### config.mk
export PLATFORM = sky130hd
export DESIGN_NAME = chol_ram
export DESIGN_NICKNAME = d
export VERILOG_FILES = /design/src/hw/rtl/chol_ram.sv
export SDC_FILE = /design/constraint.sdc
export NUM_CORES = 1
export LEC_CHECK = 0
export BUFFER_PORTS_ARGS = -buffer_cell sky130_fd_sc_hd__buf_2
export CAP_MARGIN = 25
export CORE_MARGIN = 2
export CORE_UTILIZATION = 50
export DETAILED_ROUTE_END_ITERATION = 10
export GPL_ROUTABILITY_DRIVEN = 0
export PLACE_DENSITY = 0.78
export REMOVE_ABC_BUFFERS = 1
export SKIP_CTS_REPAIR_TIMING = 1
export SKIP_LAST_GASP = 1
export SYNTH_ARGS = -nofsm -noshare
export SYNTH_HDL_FRONTEND = slang
export SYNTH_SLANG_ARGS = --single-unit
export TNS_END_PERCENT = 10
### constraint.sdc
create_clock -name clock -period 3.18 [get_ports clock]
set_input_delay 0 -clock clock [delete_from_list [all_inputs] [get_ports clock]]
set_output_delay 0 -clock clock [all_outputs]
set_load 0.02 [all_outputs]
### src/hw/rtl/chol_ram.sv
// Generic single-port-write, single-read RAM with registered read.
// No dependencies.
`timescale 1ns / 1ps
module chol_ram #(
   parameter int WIDTH = 32,
   parameter int DEPTH = 36
) (
   input  logic                     clock,
   input  logic                     we,
   input  logic [$clog2(DEPTH)-1:0] waddr,
   input  logic [WIDTH-1:0]         wdata,
   input  logic [$clog2(DEPTH)-1:0] raddr,
   output logic [WIDTH-1:0]         rdata
);
   logic [WIDTH-1:0] mem [DEPTH];

   // write, then register the read
   always_ff @(posedge clock) begin
      if (we) begin
         mem[waddr] <= wdata;
      end
      rdata <= mem[raddr];
   end
endmodule

### Yosys cells after proc, flatten, opt, wreduce, memory -nomap -nowiden

Memories as Yosys holds them, arrays and structs flattened. A register that Yosys moved wholly into a read port is not among the register bits.
Cells that the tools add are included.
Widths: inputs -> output; s select.

| operators by class | value |
|---|---|
| muxes and demuxes | 2 |

Operator list:

| cell | count |
|---|---|
| $mux 1 | 2 |

| word-level totals | value |
|---|---|
| register bits | 0 |
| memory bits (writable) | 1,152 |
| input bits | 46 |
| output and inout port bits | 32 |
| logic and storage cells | 3 |
| memories | 1 |

Memories:

| memory | depth | width | read ports | clocked after Yosys merged registers in | write ports | line | RTL |
|---|---|---|---|---|---|---|---|
| mem | 36 | 32 | 1 | 1 | 1 | 15 | `logic [WIDTH-1:0] mem [DEPTH];` |

### Logic depth before layout (Yosys ltp)

Gate-level depths: netlist of run 1.

| logic depth | value |
|---|---|
| word-level depth | 2 |
| gate-level depth with buffers | 8 |

### Worst setup path after synthesis of run 1

Ideal clock, no wire load.

| path | value |
|---|---|
| kind | in2reg |
| from | input waddr[2] |
| to | memory mem[25][0] (enable) |
| arrival time | 1.906 ns |
| slack | 0.853 ns |
| cell stages on the path | 2 |
| path through | or3b_2 nor2_1 |

RTL lines:

| item | line | RTL |
|---|---|---|
| start, declared | 10 | `input logic [$clog2(DEPTH)-1:0] waddr,` |
| end, declared | 15 |  |

Straight into the memory's write port.

==> results of run 1 <==
## metal layers
metal	share of wire (%)	routed length, um	track usage [%]	up-vias
met2	48	53400	37.7	1457
met3	10	11300	4.77	236
met5	0.019	21	0	-
met4	3.1	3410	8.63	4
li1	-	-	-	10000
met1	38	42500	31.9	12300
## power breakdown
part	leakage [nW]	switching (mW)	internal, mW
Combinational	5.51	1.09	0.612
Clock	1.78	5.71	7.48
Sequential	10.6	0.0636	17.3
Total	17.9	6.86	25.4
## area by class of cell
cell class	instances	area (um^2)	area share (%)
Timing Repair Buffer	224	1980	3.79
Sequential cell	1184	35200	67.3
Clock inverter	58	654	1.25
Multi-Input combinational cell	1020	9990	19.1
Tap cell	1176	1470	2.81
Clock buffer	147	2990	5.72
## cell usage after synthesis (all sizes together)
cell,number
a221oi,64
and2,1
clkbuf,62
nand3,3
mux4,32
a22o,64
o22ai,32
or3,1
dfxtp,32
o41ai,32
mux2i,512
edfxtp,1152
nand2b,2
or3b,2
nand2,35
a22oi,128
nor2b,3
a21oi,64
nand3b,5
buf,79
or2,1
nor2,39
## metrics by stage
step	hold slack, ns	setup slack (ns)	total power [mW]
finish	0.0890	1.43	32.2
CTS	-0.212	1.50	32.3
floorplan	0.0989	-3.10	18.4
global route	0.108	1.38	33.0
global placement	0.426	0.816	19.2
detailed placement	0.424	0.763	19.3
## logic make-up (layout without fill, tap and decap cells)
group                  Yosys count  in the layout  synth area share (%)
AO/OA/AOI/OAI                  384            384                  7.53
buffers and inverters          141            429                  1.76
flip-flops                    1184           1184                  77.1
multiplexers                   544            544                  12.8
AND/OR/NAND/NOR                 92             92                 0.870
## sequential cells by signal, summed over array words and instances (netlist names)
signal,cells
mem,1152
rdata,32
## how the worst max path moves through the flow
stage	start	slack (ns)	cells after the start	to
6_report	raddr[2]	1.43	7	rdata[25]
5_1_grt	raddr[0]	1.38	7	rdata[21]
4_1_cts	raddr[1]	1.50	8	rdata[25]
3_5_place_dp	raddr[0]	0.76	8	rdata[9]
3_3_place_gp	raddr[1]	0.82	8	rdata[25]
2_1_floorplan	raddr[1]	-3.10	5	rdata[30]
## critical path, stage by stage
cell,delay (ns)
buf_2,0.16
nor2_4,0.48
buf_4,0.76
a22o_1,0.30
a221oi_2,0.05
o22ai_1,0.33
o41ai_2,0.13
==> run_results.csv, run 1 <==
group,metric,value,unit
routing,detail_route.drc_violations,0,
hold_path,min_from,"raddr[1]",
global_routing,grt_usage,23.4,%
setup_path,critical_path_class,"in -> reg",
sta,fmax,572,MHz
sta,rsz0062_at_grt,"false",
sta,skew,0.0231,ns
layout,diodes,0,
setup_path,path_max_fanout,50,
pwr,p_leak,17.9,nW
synthesis,syn_inst,2345,
setup_path,crit_arrival,2.31,ns
synthesis,avgSynthCellArea,19.5,um^2
layout,layout_common_cells,"1,152 x edfxtp_1, 512 x mux2i_1, 128 x a22oi_1, 110 x clkbuf_16, 83 x buf_4",
layout,fin_util,58.0,%
routing,post_drt_wl_per_cell,29.1,um
setup_path,startpoint_type,"primary input",
routing,vias,24000,
sta,post-route-period-util,55.0,%
cts,clock_tree.buffer_depth,3,
synthesis,ys_top_cells_by_area,"edfxtp_1 76%, mux2i_1 11%, a22oi_1 2.1%",
synthesis,synthesis.area,45700,um^2
die,num_rows,110,
synthesis,synth.largest_area_cell,"edfxtp_1",
sta,tns,0,ns
global_routing,grt_pass1_wl,161,mm
placement,dp_cells,3571,
placement,dp_hpwl,61.1,mm
setup_path,reg2reg_slack,1.57,ns
setup_path,end_kind,"flip-flop",
cts,cts_buffers,110,
layout,final_nets,2586,
global_routing,grt_max_degree,75,
sta,setup_viol,0,
cts,numClockSinks,1184,
cts,cts_max_level,3,
routing,first_pass_iters,5,
global_routing,antenna_found_initial,2,
synthesis,yosysTopAreaCellShare,75.7,%
layout,fin_cells,3809,
layout,postLayoutCellArea,52300,um^2
sta,hold_viol,0,
cts,clock_latency,0.70,ns
hold_path,hold_depth,5,
die,coreArea,90300,um^2
sta,layout_min_cycle_time,1.75,ns
setup_path,required,3.74,ns
routing,routed_via_density,6.31,
die,die_w,306,um
placement,placed_cell_area,48300,um^2
synthesis,ys_ff_latch,1184,
sta,worst_pin_slew,1.04,ns
layout,nFillCells,6378,
global_routing,grt_pass1_vias,24400,
die,die_h,306,um
synthesis,ys_seq_area_share,77.1,%
synthesis,ys_types,28,
synthesis,ys_warn_count,0,
sta,final_max_slew_viol_count,0,
routing,ant_nets,0,
setup_path,r2r_cells,5,
routing,initialDrtViolationCount,2764,
run_status,status,"completed",
die,num_io_pins,78,
placement,port_buffers,77,
routing,routed_wl,111,mm
job,cap_viol_max_count,0,
cts,clkTransAtPathRegs,0.06,ns
hold_path,holdPathEnd,"rdata[5]",
setup_path,rr_startpoint,"mem[29][6]",
layout,drive_gt1_share,19.7,%
die,start_util,50.6,%
pwr,ir_drop,0.461,mV
cts,cts_tree,"yes",
layout,layout_commonest_cell,"edfxtp_1",
global_routing,grt_overflow,0,
die,die_area,93900,um^2
layout,area_growth,14.4,%
hold_path,worst_hold_path_type,"in -> reg",
pwr,powerDensity,616,nW/um^2
sta,slew-limit-headroom,30.6,%
cts,root_buffer,"clkbuf_16",
setup_path,rr_endpoint,"rdata[6]",
No activity file was read; power rests on OpenSTA's default activity.
==> inputs of run 2 (changes only) <==
--- a/config.mk
+++ b/config.mk
@@ -11,7 +11,7 @@
 export CORE_UTILIZATION = 50
 export DETAILED_ROUTE_END_ITERATION = 10
 export GPL_ROUTABILITY_DRIVEN = 0
-export PLACE_DENSITY = 0.78
+export PLACE_DENSITY = 0.8
 export REMOVE_ABC_BUFFERS = 1
 export SKIP_CTS_REPAIR_TIMING = 1
 export SKIP_LAST_GASP = 1
==> constraint.sdc (replaced) <==
create_clock -name clock -period 1.4 [get_ports clock]
set_input_delay 0 -clock clock [delete_from_list [all_inputs] [get_ports clock]]
set_output_delay 0 -clock clock [all_outputs]
set_load 0.02 [all_outputs]
==> run 2 against run 1 <==
  * The flow now finishes with violations (hold timing, setup timing)
  * Critical path depth decreased by 2
  * Cell count is 3.8% higher
  * Register-to-register slack got worse by 1.6 ns
  * Global-route usage up 1.3 points
  * Sequential power is 130% higher
  * Non-clock buffer count rose by 143
  * Total power grew 130%
  * Routed wire length grew 6.3%
  * Sequential share of layout area is 3.0 points lower
  * Combinational power grew to 2.6 times the previous value
  * Cell area up 4.7%
==> run_results.csv, run 2 (synthesis results as in run 1) <==
group,metric,value,unit
layout,largest_reg_flops,1152,
setup_path,startpoint_type,"flip-flop",
run_status,violations,"hold timing, setup timing",
sta,worst_pin_slew,0.649,ns
placement,dp_cells,3714,
routing,vias,25000,
setup_path,crit_end,"rdata[15]",
routing,initialDrtViolationCount,2796,
cts,cts_buffers,109,
setup_path,rr_startpoint,"mem[16][15]",
die,die_area,93900,um^2
global_routing,grt_usage,24.8,%
pwr,powerDensity,1360,nW/um^2
setup_path,crit_chain,"mux2i_1 -> a22o_1 -> a221oi_2 -> o22ai_1 -> o41ai_2",
setup_path,cp-startpoint,"mem[16][15]",
sta,skew,0.0196,ns
pwr,ir_drop,1.07,mV
die,start_util,50.6,%
sta,setup_slack,-0.0758,ns
layout,postLayoutCellArea,54800,um^2
layout,layout_common_cells,"1,152 x edfxtp_1, 512 x mux2i_1, 143 x buf_4, 128 x a22oi_1, 115 x buf_12",
sta,slew-limit-headroom,56.7,%
cts,clock_latency,0.67,ns
layout,fin_util,60.7,%
routing,detail_route.drc_violations,0,
cts,cts_max_level,3,
setup_path,end_kind,"flip-flop",
sta,post-route-period-util,105,%
setup_path,path_max_fanout,1,
placement,port_buffers,77,
layout,reg_top3,"mem x1152, rdata x32",
setup_path,critical_path_class,"reg -> reg",
layout,diodes,0,
pwr,power,74.7,mW
placement,pre_cts_ws,-0.444,ns
global_routing,grt_max_degree,41,
die,die_w,306,um
setup_path,critPathSlowestCell,"edfxtp_1",
setup_path,required,1.96,ns
sta,hold_viol,1,
sta,fmax,678,MHz
global_routing,grt_pass1_wl,169,mm
cts,clkTransAtPathRegs,0.06,ns
die,num_io_pins,78,
die,coreArea,90300,um^2
placement,placed_cell_area,50500,um^2
setup_path,rr_endpoint,"rdata[15]",
hold_path,worst_hold_path_type,"in -> reg",
cts,cts_tree,"yes",
cts,root_buffer,"clkbuf_16",
cts,numClockSinks,1184,
global_routing,grt_pass1_vias,25400,
run_status,status,"complete, but fails checks",
sta,setup_viol,13,
sta,timing.hold.ws,-0.000339,ns
routing,first_pass_iters,5,
layout,regMostFlops,"mem",
die,die_h,306,um
routing,routed_wl,118,mm
global_routing,antenna_found_initial,3,
setup_path,r2r_cells,5,
sta,tns,-0.544,ns
setup_path,reg2reg_slack,-0.08,ns
routing,post_drt_wl_per_cell,29.8,um
cts,clock_tree.buffer_depth,3,
setup_path,cp.depth,5,
sta,rsz0062_at_grt,"true",
layout,area_growth,19.8,%
routing,ant_nets,0,
sta,final_max_slew_viol_count,0,
setup_path,cp_num_buf_inv,0,
layout,fin_cells,3954,
setup_path,path_delay_family,"compound AO/OA/AOI/OAI gates",
setup_path,crit_arrival,2.04,ns
pwr,p_leak,19.0,nW
layout,final_nets,2728,
sta,layout_min_cycle_time,1.48,ns
layout,drive_gt1_share,24.8,%
placement,dp_hpwl,67.1,mm
die,num_rows,110,
job,cap_viol_max_count,0,
setup_path,slowest_delay,0.33,ns
routing,routed_via_density,6.33,
global_routing,grt_overflow,0,
layout,layout_commonest_cell,"edfxtp_1",
==> run 2: final cells by class <==
| cell class | count | area [um^2] |
|---|---|---|
| Fill cell | 5952 | 35500 |
| Clock buffer | 149 | 3050 |
| Timing Repair Buffer | 367 | 4100 |
| Multi-Input combinational cell | 1020 | 10200 |
| Clock inverter | 58 | 723 |
| Sequential cell | 1184 | 35200 |
| Tap cell | 1176 | 1470 |
==> run 2: tightest hold or removal path: stages <==
cell and delay, ns:
buf_2 0.12, nand2b_2 0.09, buf_4 0.18, a21oi_1 0.15, o41ai_2 0.09
==> run 2: power by group <==
part	switching, mW	total [mW]	internal, mW
clock	12.7	31.0	18.2
sequential	0.145	39.3	39.2
combinational	2.64	4.38	1.75
==> run 2: routing by layer <==
metal / vias to the layer above / part of all wire [%] / wire [um] / GRT usage (%)
met5: - / 0.029 / 34 / 0
met4: 6 / 3.4 / 4020 / 9.37
met3: 279 / 11 / 12900 / 5.21
met2: 1630 / 49 / 57500 / 40.7
met1: 12800 / 37 / 43200 / 32.8
li1: 10300 / - / - / -
==> run 2: how the worst min path moves through the flow <==
stage | slack (ns) | startpoint | cells past startpoint | endpoint
after floorplan | 0.1 | wdata[0] | 0 | mem[0][0]
after global placement | 0.42 | rdata[2] | 1 | rdata[2]
after detailed placement | 0.42 | rdata[2] | 1 | rdata[2]
after CTS | -0.19 | wdata[14] | 1 | mem[35][14]
after global routing | 0.03 | raddr[3] | 5 | rdata[12]
final | -0.0003 | raddr[3] | 5 | rdata[12]
