[config.mk]
export PLATFORM = sky130hd
export DESIGN_NAME = chol_unit
export DESIGN_NICKNAME = d
export VERILOG_FILES = /design/src/hw/rtl/chol_pkg.sv /design/src/hw/rtl/chol_unit.sv
export SDC_FILE = /design/constraint.sdc
export NUM_CORES = 1
export LEC_CHECK = 0
export BUFFER_PORTS_ARGS = -buffer_cell sky130_fd_sc_hd__buf_2
export CAP_MARGIN = 15
export CELL_PAD_IN_SITES_DETAIL_PLACEMENT = 0
export CELL_PAD_IN_SITES_GLOBAL_PLACEMENT = 1
export CORE_ASPECT_RATIO = 0.5
export CORE_MARGIN = 8
export CORE_UTILIZATION = 47
export DETAILED_ROUTE_END_ITERATION = 16
export PLACE_DENSITY = 0.82
export REMOVE_ABC_BUFFERS = 1
export SYNTH_ARGS = -nofsm -noshare
export SYNTH_HDL_FRONTEND = slang
export SYNTH_SLANG_ARGS = --single-unit
[constraint.sdc]
create_clock -name clock -period 5.8 [get_ports clock]
set_clock_uncertainty 0.05 [all_clocks]
set_input_delay 0.58 -clock clock [delete_from_list [all_inputs] [get_ports clock]]
set_output_delay 0.58 -clock clock [all_outputs]
set_load 0.02 [all_outputs]
[src/hw/rtl/chol_pkg.sv]
// Package for the Cholesky solver: sizes, payload structs, sequencer states
// and the control struct passed to the arithmetic unit. No dependencies.
`timescale 1ns / 1ps
package chol_pkg;
   localparam int DIM = 6;
   localparam int FRAC_BITS = 16;
   localparam int IDX_W = 3;
   localparam int ADDR_W = 6;
   localparam int MEM_DEPTH = DIM * DIM;

   localparam logic [1:0] CMD_WR_A = 2'd0;
   localparam logic [1:0] CMD_WR_B = 2'd1;
   localparam logic [1:0] CMD_SOLVE = 2'd2;

   typedef struct packed {
      logic [1:0]        cmd;
      logic [2:0]        row;
      logic [2:0]        col;
      logic signed [31:0] value;
   } req_type;

   typedef struct packed {
      logic [2:0]         index;
      logic signed [31:0] solution;
      logic               ok;
      logic               last;
   } rsp_type;

   typedef enum logic [1:0] {
      OP_SQRT, OP_DIV
   } op_type;

   typedef struct packed {
      logic               start;
      op_type             op;
      logic signed [63:0] num;
      logic signed [31:0] den;
   } unit_req_type;

   typedef enum logic [3:0] {
      ST_IDLE, ST_RD, ST_RDW, ST_MAC, ST_PIVOT, ST_UNIT, ST_WAIT, ST_STORE,
      ST_EMIT, ST_FAIL
   } state_type;

   typedef enum logic [1:0] {
      PH_FACT, PH_FWD, PH_BACK, PH_OUT
   } phase_type;

   function automatic logic signed [31:0] sat32(input logic signed [65:0] v);
      if (v > 66'sh0_7FFF_FFFF) return 32'sh7FFF_FFFF;
      if (v < -66'sh0_8000_0000) return 32'sh8000_0000;
      return v[31:0];
   endfunction
endpackage

[src/hw/rtl/chol_unit.sv]
// Shared iterative unit: 64-bit integer square root or signed division of
// a Q-format numerator, one result bit per cycle. Uses chol_pkg.
`timescale 1ns / 1ps
module chol_unit
   import chol_pkg::*;
(
   input  logic               clock,
   input  logic               reset,
   input  unit_req_type       unit_req,
   output logic               done,
   output logic signed [31:0] result
);
   logic        busy_ff, busy_in;
   op_type      op_ff, op_in;
   logic [6:0]  cnt_ff, cnt_in;
   logic [63:0] rem_ff, rem_in;     // remainder
   logic [63:0] src_ff, src_in;     // bits still to bring down
   logic [63:0] quo_ff, quo_in;
   logic [31:0] den_ff, den_in;
   logic        neg_ff, neg_in;
   logic        done_ff, done_in;

   logic [64:0] trial;
   logic [63:0] rem_sh;
   logic [63:0] mag_num;
   logic [31:0] mag_den;
   logic [64:0] qs;

   always_comb begin
      busy_in = busy_ff;
      op_in = op_ff;
      cnt_in = cnt_ff;
      rem_in = rem_ff;
      src_in = src_ff;
      quo_in = quo_ff;
      den_in = den_ff;
      neg_in = neg_ff;
      done_in = 1'b0;
      mag_num = unit_req.num[63] ? 64'(-unit_req.num) : unit_req.num;
      mag_den = unit_req.den[31] ? 32'(-unit_req.den) : unit_req.den;
      rem_sh = '0;
      trial = '0;
      // load operands
      if (unit_req.start) begin
         busy_in = 1'b1;
         op_in = unit_req.op;
         rem_in = '0;
         quo_in = '0;
         src_in = (unit_req.op == OP_SQRT) ? unit_req.num : mag_num;
         den_in = mag_den;
         neg_in = unit_req.num[63] ^ unit_req.den[31];
         cnt_in = (unit_req.op == OP_SQRT) ? 7'd32 : 7'd64;
      end else if (busy_ff) begin
         // one restoring step
         if (op_ff == OP_SQRT) begin
            rem_sh = {rem_ff[61:0], src_ff[63:62]};
            trial = {1'b0, rem_sh} - {1'b0, quo_ff[61:0], 2'b01};
            src_in = {src_ff[61:0], 2'b00};
         end else begin
            rem_sh = {rem_ff[62:0], src_ff[63]};
            trial = {1'b0, rem_sh} - {33'd0, den_ff};
            src_in = {src_ff[62:0], 1'b0};
         end
         if (!trial[64]) begin
            rem_in = trial[63:0];
            quo_in = {quo_ff[62:0], 1'b1};
         end else begin
            rem_in = rem_sh;
            quo_in = {quo_ff[62:0], 1'b0};
         end
         cnt_in = cnt_ff - 7'd1;
         if (cnt_ff == 7'd1) begin
            busy_in = 1'b0;
            done_in = 1'b1;
         end
      end
   end

   always_ff @(posedge clock) begin
      if (reset) begin
         busy_ff <= 1'b0;
         done_ff <= 1'b0;
      end else begin
         busy_ff <= busy_in;
         done_ff <= done_in;
      end
      op_ff <= op_in;
      cnt_ff <= cnt_in;
      rem_ff <= rem_in;
      src_ff <= src_in;
      quo_ff <= quo_in;
      den_ff <= den_in;
      neg_ff <= neg_in;
   end

   // sign and saturate the finished quotient; a root is passed on unsigned
   always_comb begin
      qs = neg_ff ? -{1'b0, quo_ff} : {1'b0, quo_ff};
      if (op_ff == OP_SQRT) begin
         result = quo_ff[31:0];
      end else begin
         result = sat32({qs[64], qs});
      end
   end
   assign done = done_ff;
endmodule

Yosys cells after proc, flatten, opt, wreduce, memory -nomap -nowiden
Cells that the tools add are included.
W data, S select, Z words.
{"block": "op_classes", "add_sub_neg": 6, "magnitude_cmp": 2, "eq_ne": 1, "mux": 30, "n_bitwise": 2, "n_reduce_logical": 4}
{"op": "$mux W64", "n": 5}
{"op": "$mux W65", "n": 4}
{"op": "$mux W32", "n": 5}
{"op": "$mux W63", "n": 2}
{"op": "$gt A65 B32 Y1 const B", "n": 1}
{"op": "$lt A65 B32 Y1 const B", "n": 1}
{"op": "$neg A64 Y65", "n": 1}
{"op": "$sub A64 B32 Y65", "n": 1}
{"op": "$sub A64 B64 Y65", "n": 1}
{"op": "$neg A64 Y64", "n": 1}
{"op": "$neg A32 Y32", "n": 1}
{"op": "$mux W31", "n": 1}
{"op": "$mux W7", "n": 3}
{"op": "$mux W1", "n": 10}
{"op": "$eq A7 B1 Y1 const B", "n": 1}
{"op": "$sub A7 B1 Y7 const B", "n": 1}
{"op": "$logic_not A2 Y1", "n": 2}
{"op": "$reduce_or A3 Y1", "n": 1}
{"op": "$reduce_bool A2 Y1", "n": 1}
{"op": "$not A1 Y1", "n": 1}
{"op": "$xor A1 B1 Y1", "n": 1}
{"block": "word_totals", "reg_bits": 235, "in_bits": 101, "out_inout_bits": 33, "word_cells": 55}

Depth between registers and ports, before layout
{"block": "depth", "word_depth": 10, "ltp_mapped": 17, "ltp_nobuf": 14}

Least setup slack after synthesis
No wires, ideal clock.
{"block": "synth_path", "path_kind": "register -> output", "start": "register quo_ff[2]", "end": "output result[23]", "arrival_ps": 4026, "required_ps": 5170, "setup_slack_ps": 1144, "stages_incl_launch_ff": 14, "n_path_buf": 2, "cell_sequence": "dfxtp_1 > buf_6 > or4_4 > nor3_2 > nand4_2 > or4_1 > xnor2_1 > o32ai_1 > nand3_1 > or4_1 > buf_2 > nand2_1 > nor2_1 > o311ai_0"}
{"block": "synth_via", "elab_chain_cells": 9, "elab_cells_between_ends": 13, "classes_between": "add/sub: 1; order compare: 2; mux: 10"}
{"item": "start, declared", "line_no": "chol_unit.sv:18", "source": "logic [63:0] quo_ff, quo_in;"}
{"item": "start signal, assigned", "line_no": "chol_unit.sv:91", "source": "quo_ff <= quo_in;"}
{"item": "$neg A64 Y65", "line_no": "chol_unit.sv:98", "source": "qs = neg_ff ? -{1'b0, quo_ff} : {1'b0, quo_ff};"}
{"item": "$mux W65 (*)", "line_no": "chol_unit.sv:98"}
{"item": "$lt A65 B32 Y1", "line_no": "chol_pkg.sv:51", "source": "if (v < -66'sh0_8000_0000) return 32'sh8000_0000;"}
{"item": "$mux W1 (2 in series)", "line_no": "chol_pkg.sv:51"}
{"item": "$mux W1", "line_no": "chol_unit.sv:99", "source": "if (op_ff == OP_SQRT) begin"}
{"item": "$mux W32", "line_no": "chol_pkg.sv:52", "source": "return v[31:0];"}
{"item": "$mux W32 (*)", "line_no": "chol_pkg.sv:51"}
{"item": "$mux W32 (*)", "line_no": "chol_unit.sv:99"}
{"item": "end, declared", "line_no": "chol_unit.sv:11", "source": "output logic signed [31:0] result"}
Mark *: on every way between the ends. The rest lies on a longest branch, timed or not. The select of a mux whose other input is x is not followed.

Worst setup path after layout
{"block": "layout_path", "start": "register quo_ff[2]", "end": "output result[7]"}
The elaborated chain is that of the path after synthesis.

==> results <==
- The hold violation count in the final report is 0.
- The average detailed-routed wire length per instance is 19.50 um.
- The detailed-route via count is 20600.
- The clock root buffer is clkbuf_16.
- The flow ran to the end, and the final reports show no timing, DRC or antenna violations.
- The horizontal extent of the die is 317.0 um.
- The weighted congestion reported at the end of routability-driven placement is 0.9707.
- The overall die height is ~170 um.
- A synthesized cell averages 7.828 um2.
- For this design, the sink count on the clock tree is 235.
- The total grt overflow is 0.
- The maximum number of pins on one net before global-route repair is 98.
- The type of destination of the critical path is an output port.
- The final critical-path share of the clock period is 98.89%.
- The clock insertion delay at the later pin of the skew report is ~0.57 ns.
- The worst pin sits at a relative slew slack of about a third.
- The worst hold path class is input port to register.
- The share of flip-flops with an asynchronous set or reset is 0%.
- The kind of launch point of the worst setup path is a register.
- The minimum period implied by the final worst setup slack is 5.735 ns.
- The highest ir drop seen on vdd is 0.0002670 V.
- After synthesis the cells add up to 21280 um2.
- For this configuration, the core starts out at a cell density of 47.36%.
- The slew of the pin with the lowest slew margin is 1.007 ns.
- The first global-routing pass estimated 104700 um of wire.
- The ratio of cells with drive above 1 in the final layout is roughly a tenth.
- After floorplanning, the core was divided into 55 placement rows.
- Leaving out fill and tap cells, the most frequent cell in the layout is nand2_1.
- Summed over all nets, the half-perimeter wirelength after detailed placement is between 40000 and 50000 um.
- After clock tree synthesis, the clock-pin slew on the worst setup and hold paths is 0.06 ns.
- The TritonCTS buffer count is 25.
- Buffers inserted to repair hold after CTS numbered 0.
- Data arrives at the worst endpoint at around 5.1 ns.
- The number of max-slew violations in the final report is 0.
- The max-cap check violation count is 0.
- The CTS H-tree depth is 1.
- Dividing the detail-routed via count by the number of cells gives 6.115.
- The total non-filler cell area in the finished layout is 23330 um2.
- The top cell types in the final layout, fill and taps aside, are 324 x nand2_1, 208 x nor2_1, 183 x a21oi_1.
- In the final timing run, aggregate negative setup slack is 0 ns.
- Timing analysis after detailed placement gives a worst setup slack of between 0.4 and 0.5 ns.
- The number of antenna violations at the first check in global routing is 2.
- The buffer depth of the longest clock path is 3.
- Data on the critical path is required at its endpoint by 5.17 ns.
- The via count of the first global-routing pass came to ~20000.
- The cell leakage power is 9.411 nW.
- Synthesis handed over a netlist of 2719 instances.
- Across all setup checks in the final design, the least slack found is 0.06463 ns.
- The total power per unit cell area is between 400 and 500 nW/um2.
- TritonCTS built the clock tree.
- The worst setup path is of the register to output port kind.
- Once detail routing completed, the nets flagged for antenna violations numbered 0.
- The final-report setup violation count is 0.
- The total global-route track usage is a little under a quarter.
- The number of design rule violations left after detail routing is 0.
- For this block, the routed nets add up to 65700 um of wire.
- The total chip power is 11.06 mW.
- In the synthesized netlist the dominant register cell turns out to be dfxtp_1.
- The number of search-and-repair iterations in the first detailed-routing pass is 7.
- In this run, synthesis inferred 106 flip-flops with an integrated enable.
- The count of boundary I/O pins is roughly 130.
- The core footprint is ~45000 um2.
- For this block, the initial DRC count from the detailed router was 1824.
- During synthesis, Yosys emitted a total of 0 warnings.
- The number of distinct library cells after synthesis is 86.
- From synthesis to final layout, the design area changed by 9.594%.
- The repair_antennas step left the layout with diodes totalling 0.
- The count of input and output buffers is 133.
- In this run, placement finished with an instance count of 3323.
- The count of cells in the finished layout, fillers not included, comes to roughly 3400.
- The peak clock frequency supported by timing is 174.4 MHz.
- The register area share after synthesis is 27.09%.
- The area of placed instances is 22410 um2.
- In this run the worst path has a maximum fanout of 15.
- The post-layout net count is 2955.
- The die area is 52760 um2.
- The synthesized design contains 235 register bits.
final timing paths:
path	start	to	slack [ns]	cells after the start
worst min-delay path	reset	busy_ff$_SDFF_PP0_	0.15	2
worst min register to register	rem_ff[62]$_SDFFE_PP0P_	rem_ff[62]$_SDFFE_PP0P_	0.47	2
worst max register to register	src_ff[63]$_DFFE_PP_	rem_ff[25]$_SDFFE_PP0P_	1.27	13
worst max-delay path	quo_ff[2]$_SDFFE_PP0P_	result[7]	0.06	12
critical path: stages (launching register included):
cell       delay, ns
dfxtp_1         0.40
or4_4           0.62
nor3_1          0.19
nand4_1         0.28
o21ai_0         0.34
o311ai_0        0.20
a2111oi_1       0.63
nand4b_1        0.19
or4_4           0.70
and2_4          0.25
or4_1           0.48
o211ai_2        0.08
buf_2           0.18
per-layer routing:
layer | vias up | part of all wire [%] | GRT usage, %
met5 | - | 0.012 | 0
met4 | 2 | 2.1 | 5.585
met3 | 99 | 5.7 | 3.101
met1 | 9727 | 46 | 33.16
li1 | 10130 | - | -
met2 | 641 | 46 | 39.31
state kept, by name, indices dropped and copies added (netlist names):
register and flops:
quo_ff 64, src_ff 64, rem_ff 63, den_ff 32, cnt_ff 7, op_ff 2, busy_ff 1, done 1
neg_ff 1
through the flow:
| stage | hold slack (ns) | utilization [%] |
|---|---|---|
| 3_5_place_dp | 0.4473 | 49.87 |
| 2_1_floorplan | 0.4215 | - |
| 4_1_cts | 0.1188 | 51.81 |
| 3_3_place_gp | 0.4376 | 49.87 |
| 5_1_grt | 0.1264 | 51.91 |
| 6_report | 0.1455 | 51.91 |
area by class of cell:
type / count / area [um2]
Multi-Input combinational cell: 2190 / 14460
Sequential cell: 235 / 5769
Clock inverter: 7 / 131.4
Timing Repair Buffer: 173 / 997.2
Inverter: 128 / 480.5
Tap cell: 598 / 748.2
Clock buffer: 38 / 735.7
Fill cell: 4444 / 21610
timing repair:
item,CTS,global route
endpoints found under the setup margin,26,30
resized for setup,1,7
buffers inserted,0,1
pin swaps,0,3
Yosys cell counts (all sizes together), types with 15 or more instances:
master	count	area share (%)
nand2	325	5.7
o31ai	49	1.8
o21a	17	0.60
or3	61	1.9
nor3	60	1.5
and3	25	0.73
nand3	51	1.2
edfxtp	106	15
o21bai	15	0.53
xnor2	155	6.4
clkbuf	137	2.4
or4	24	0.88
dfxtp	129	12
nor2	210	3.7
ha	100	5.9
nor4	29	1.0
o21ai	184	4.3
a2111oi	20	0.83
and2	17	0.51
a21o	58	2.0
xor2	70	2.9
nor2b	17	0.50
o211ai	71	2.5
nand2b	25	0.73
buf	29	0.62
mux2i	124	5.8
a21oi	183	4.3
o41ai	26	1.1
inv	126	2.2
nand4	53	1.6
a31oi	37	1.1
cell families (layout without fill, tap and decap cells):
| family | count (synthesis) | after routing | synth area share [%] |
|---|---|---|---|
| muxes | 125 | 125 | 5.884 |
| DFF | 235 | 235 | 27.09 |
| AOI/OAI and AO/OA | 805 | 805 | 25.16 |
| adders and majority gates | 101 | 101 | 5.973 |
| and+or+nand+nor | 934 | 934 | 21.34 |
| buffers and inverters | 294 | 346 | 5.297 |
| xor gates and xnor gates | 225 | 225 | 9.259 |
power by group:
part / leakage, nW / total (mW) / switching, mW / internal, mW
Sequential: 2.12 / 2.31 / 0.322 / 1.99
Clock: 0.419 / 1.75 / 0.731 / 1.01
Combinational: 6.87 / 7.00 / 4.18 / 2.82
(Power assumes the default switching activity.)
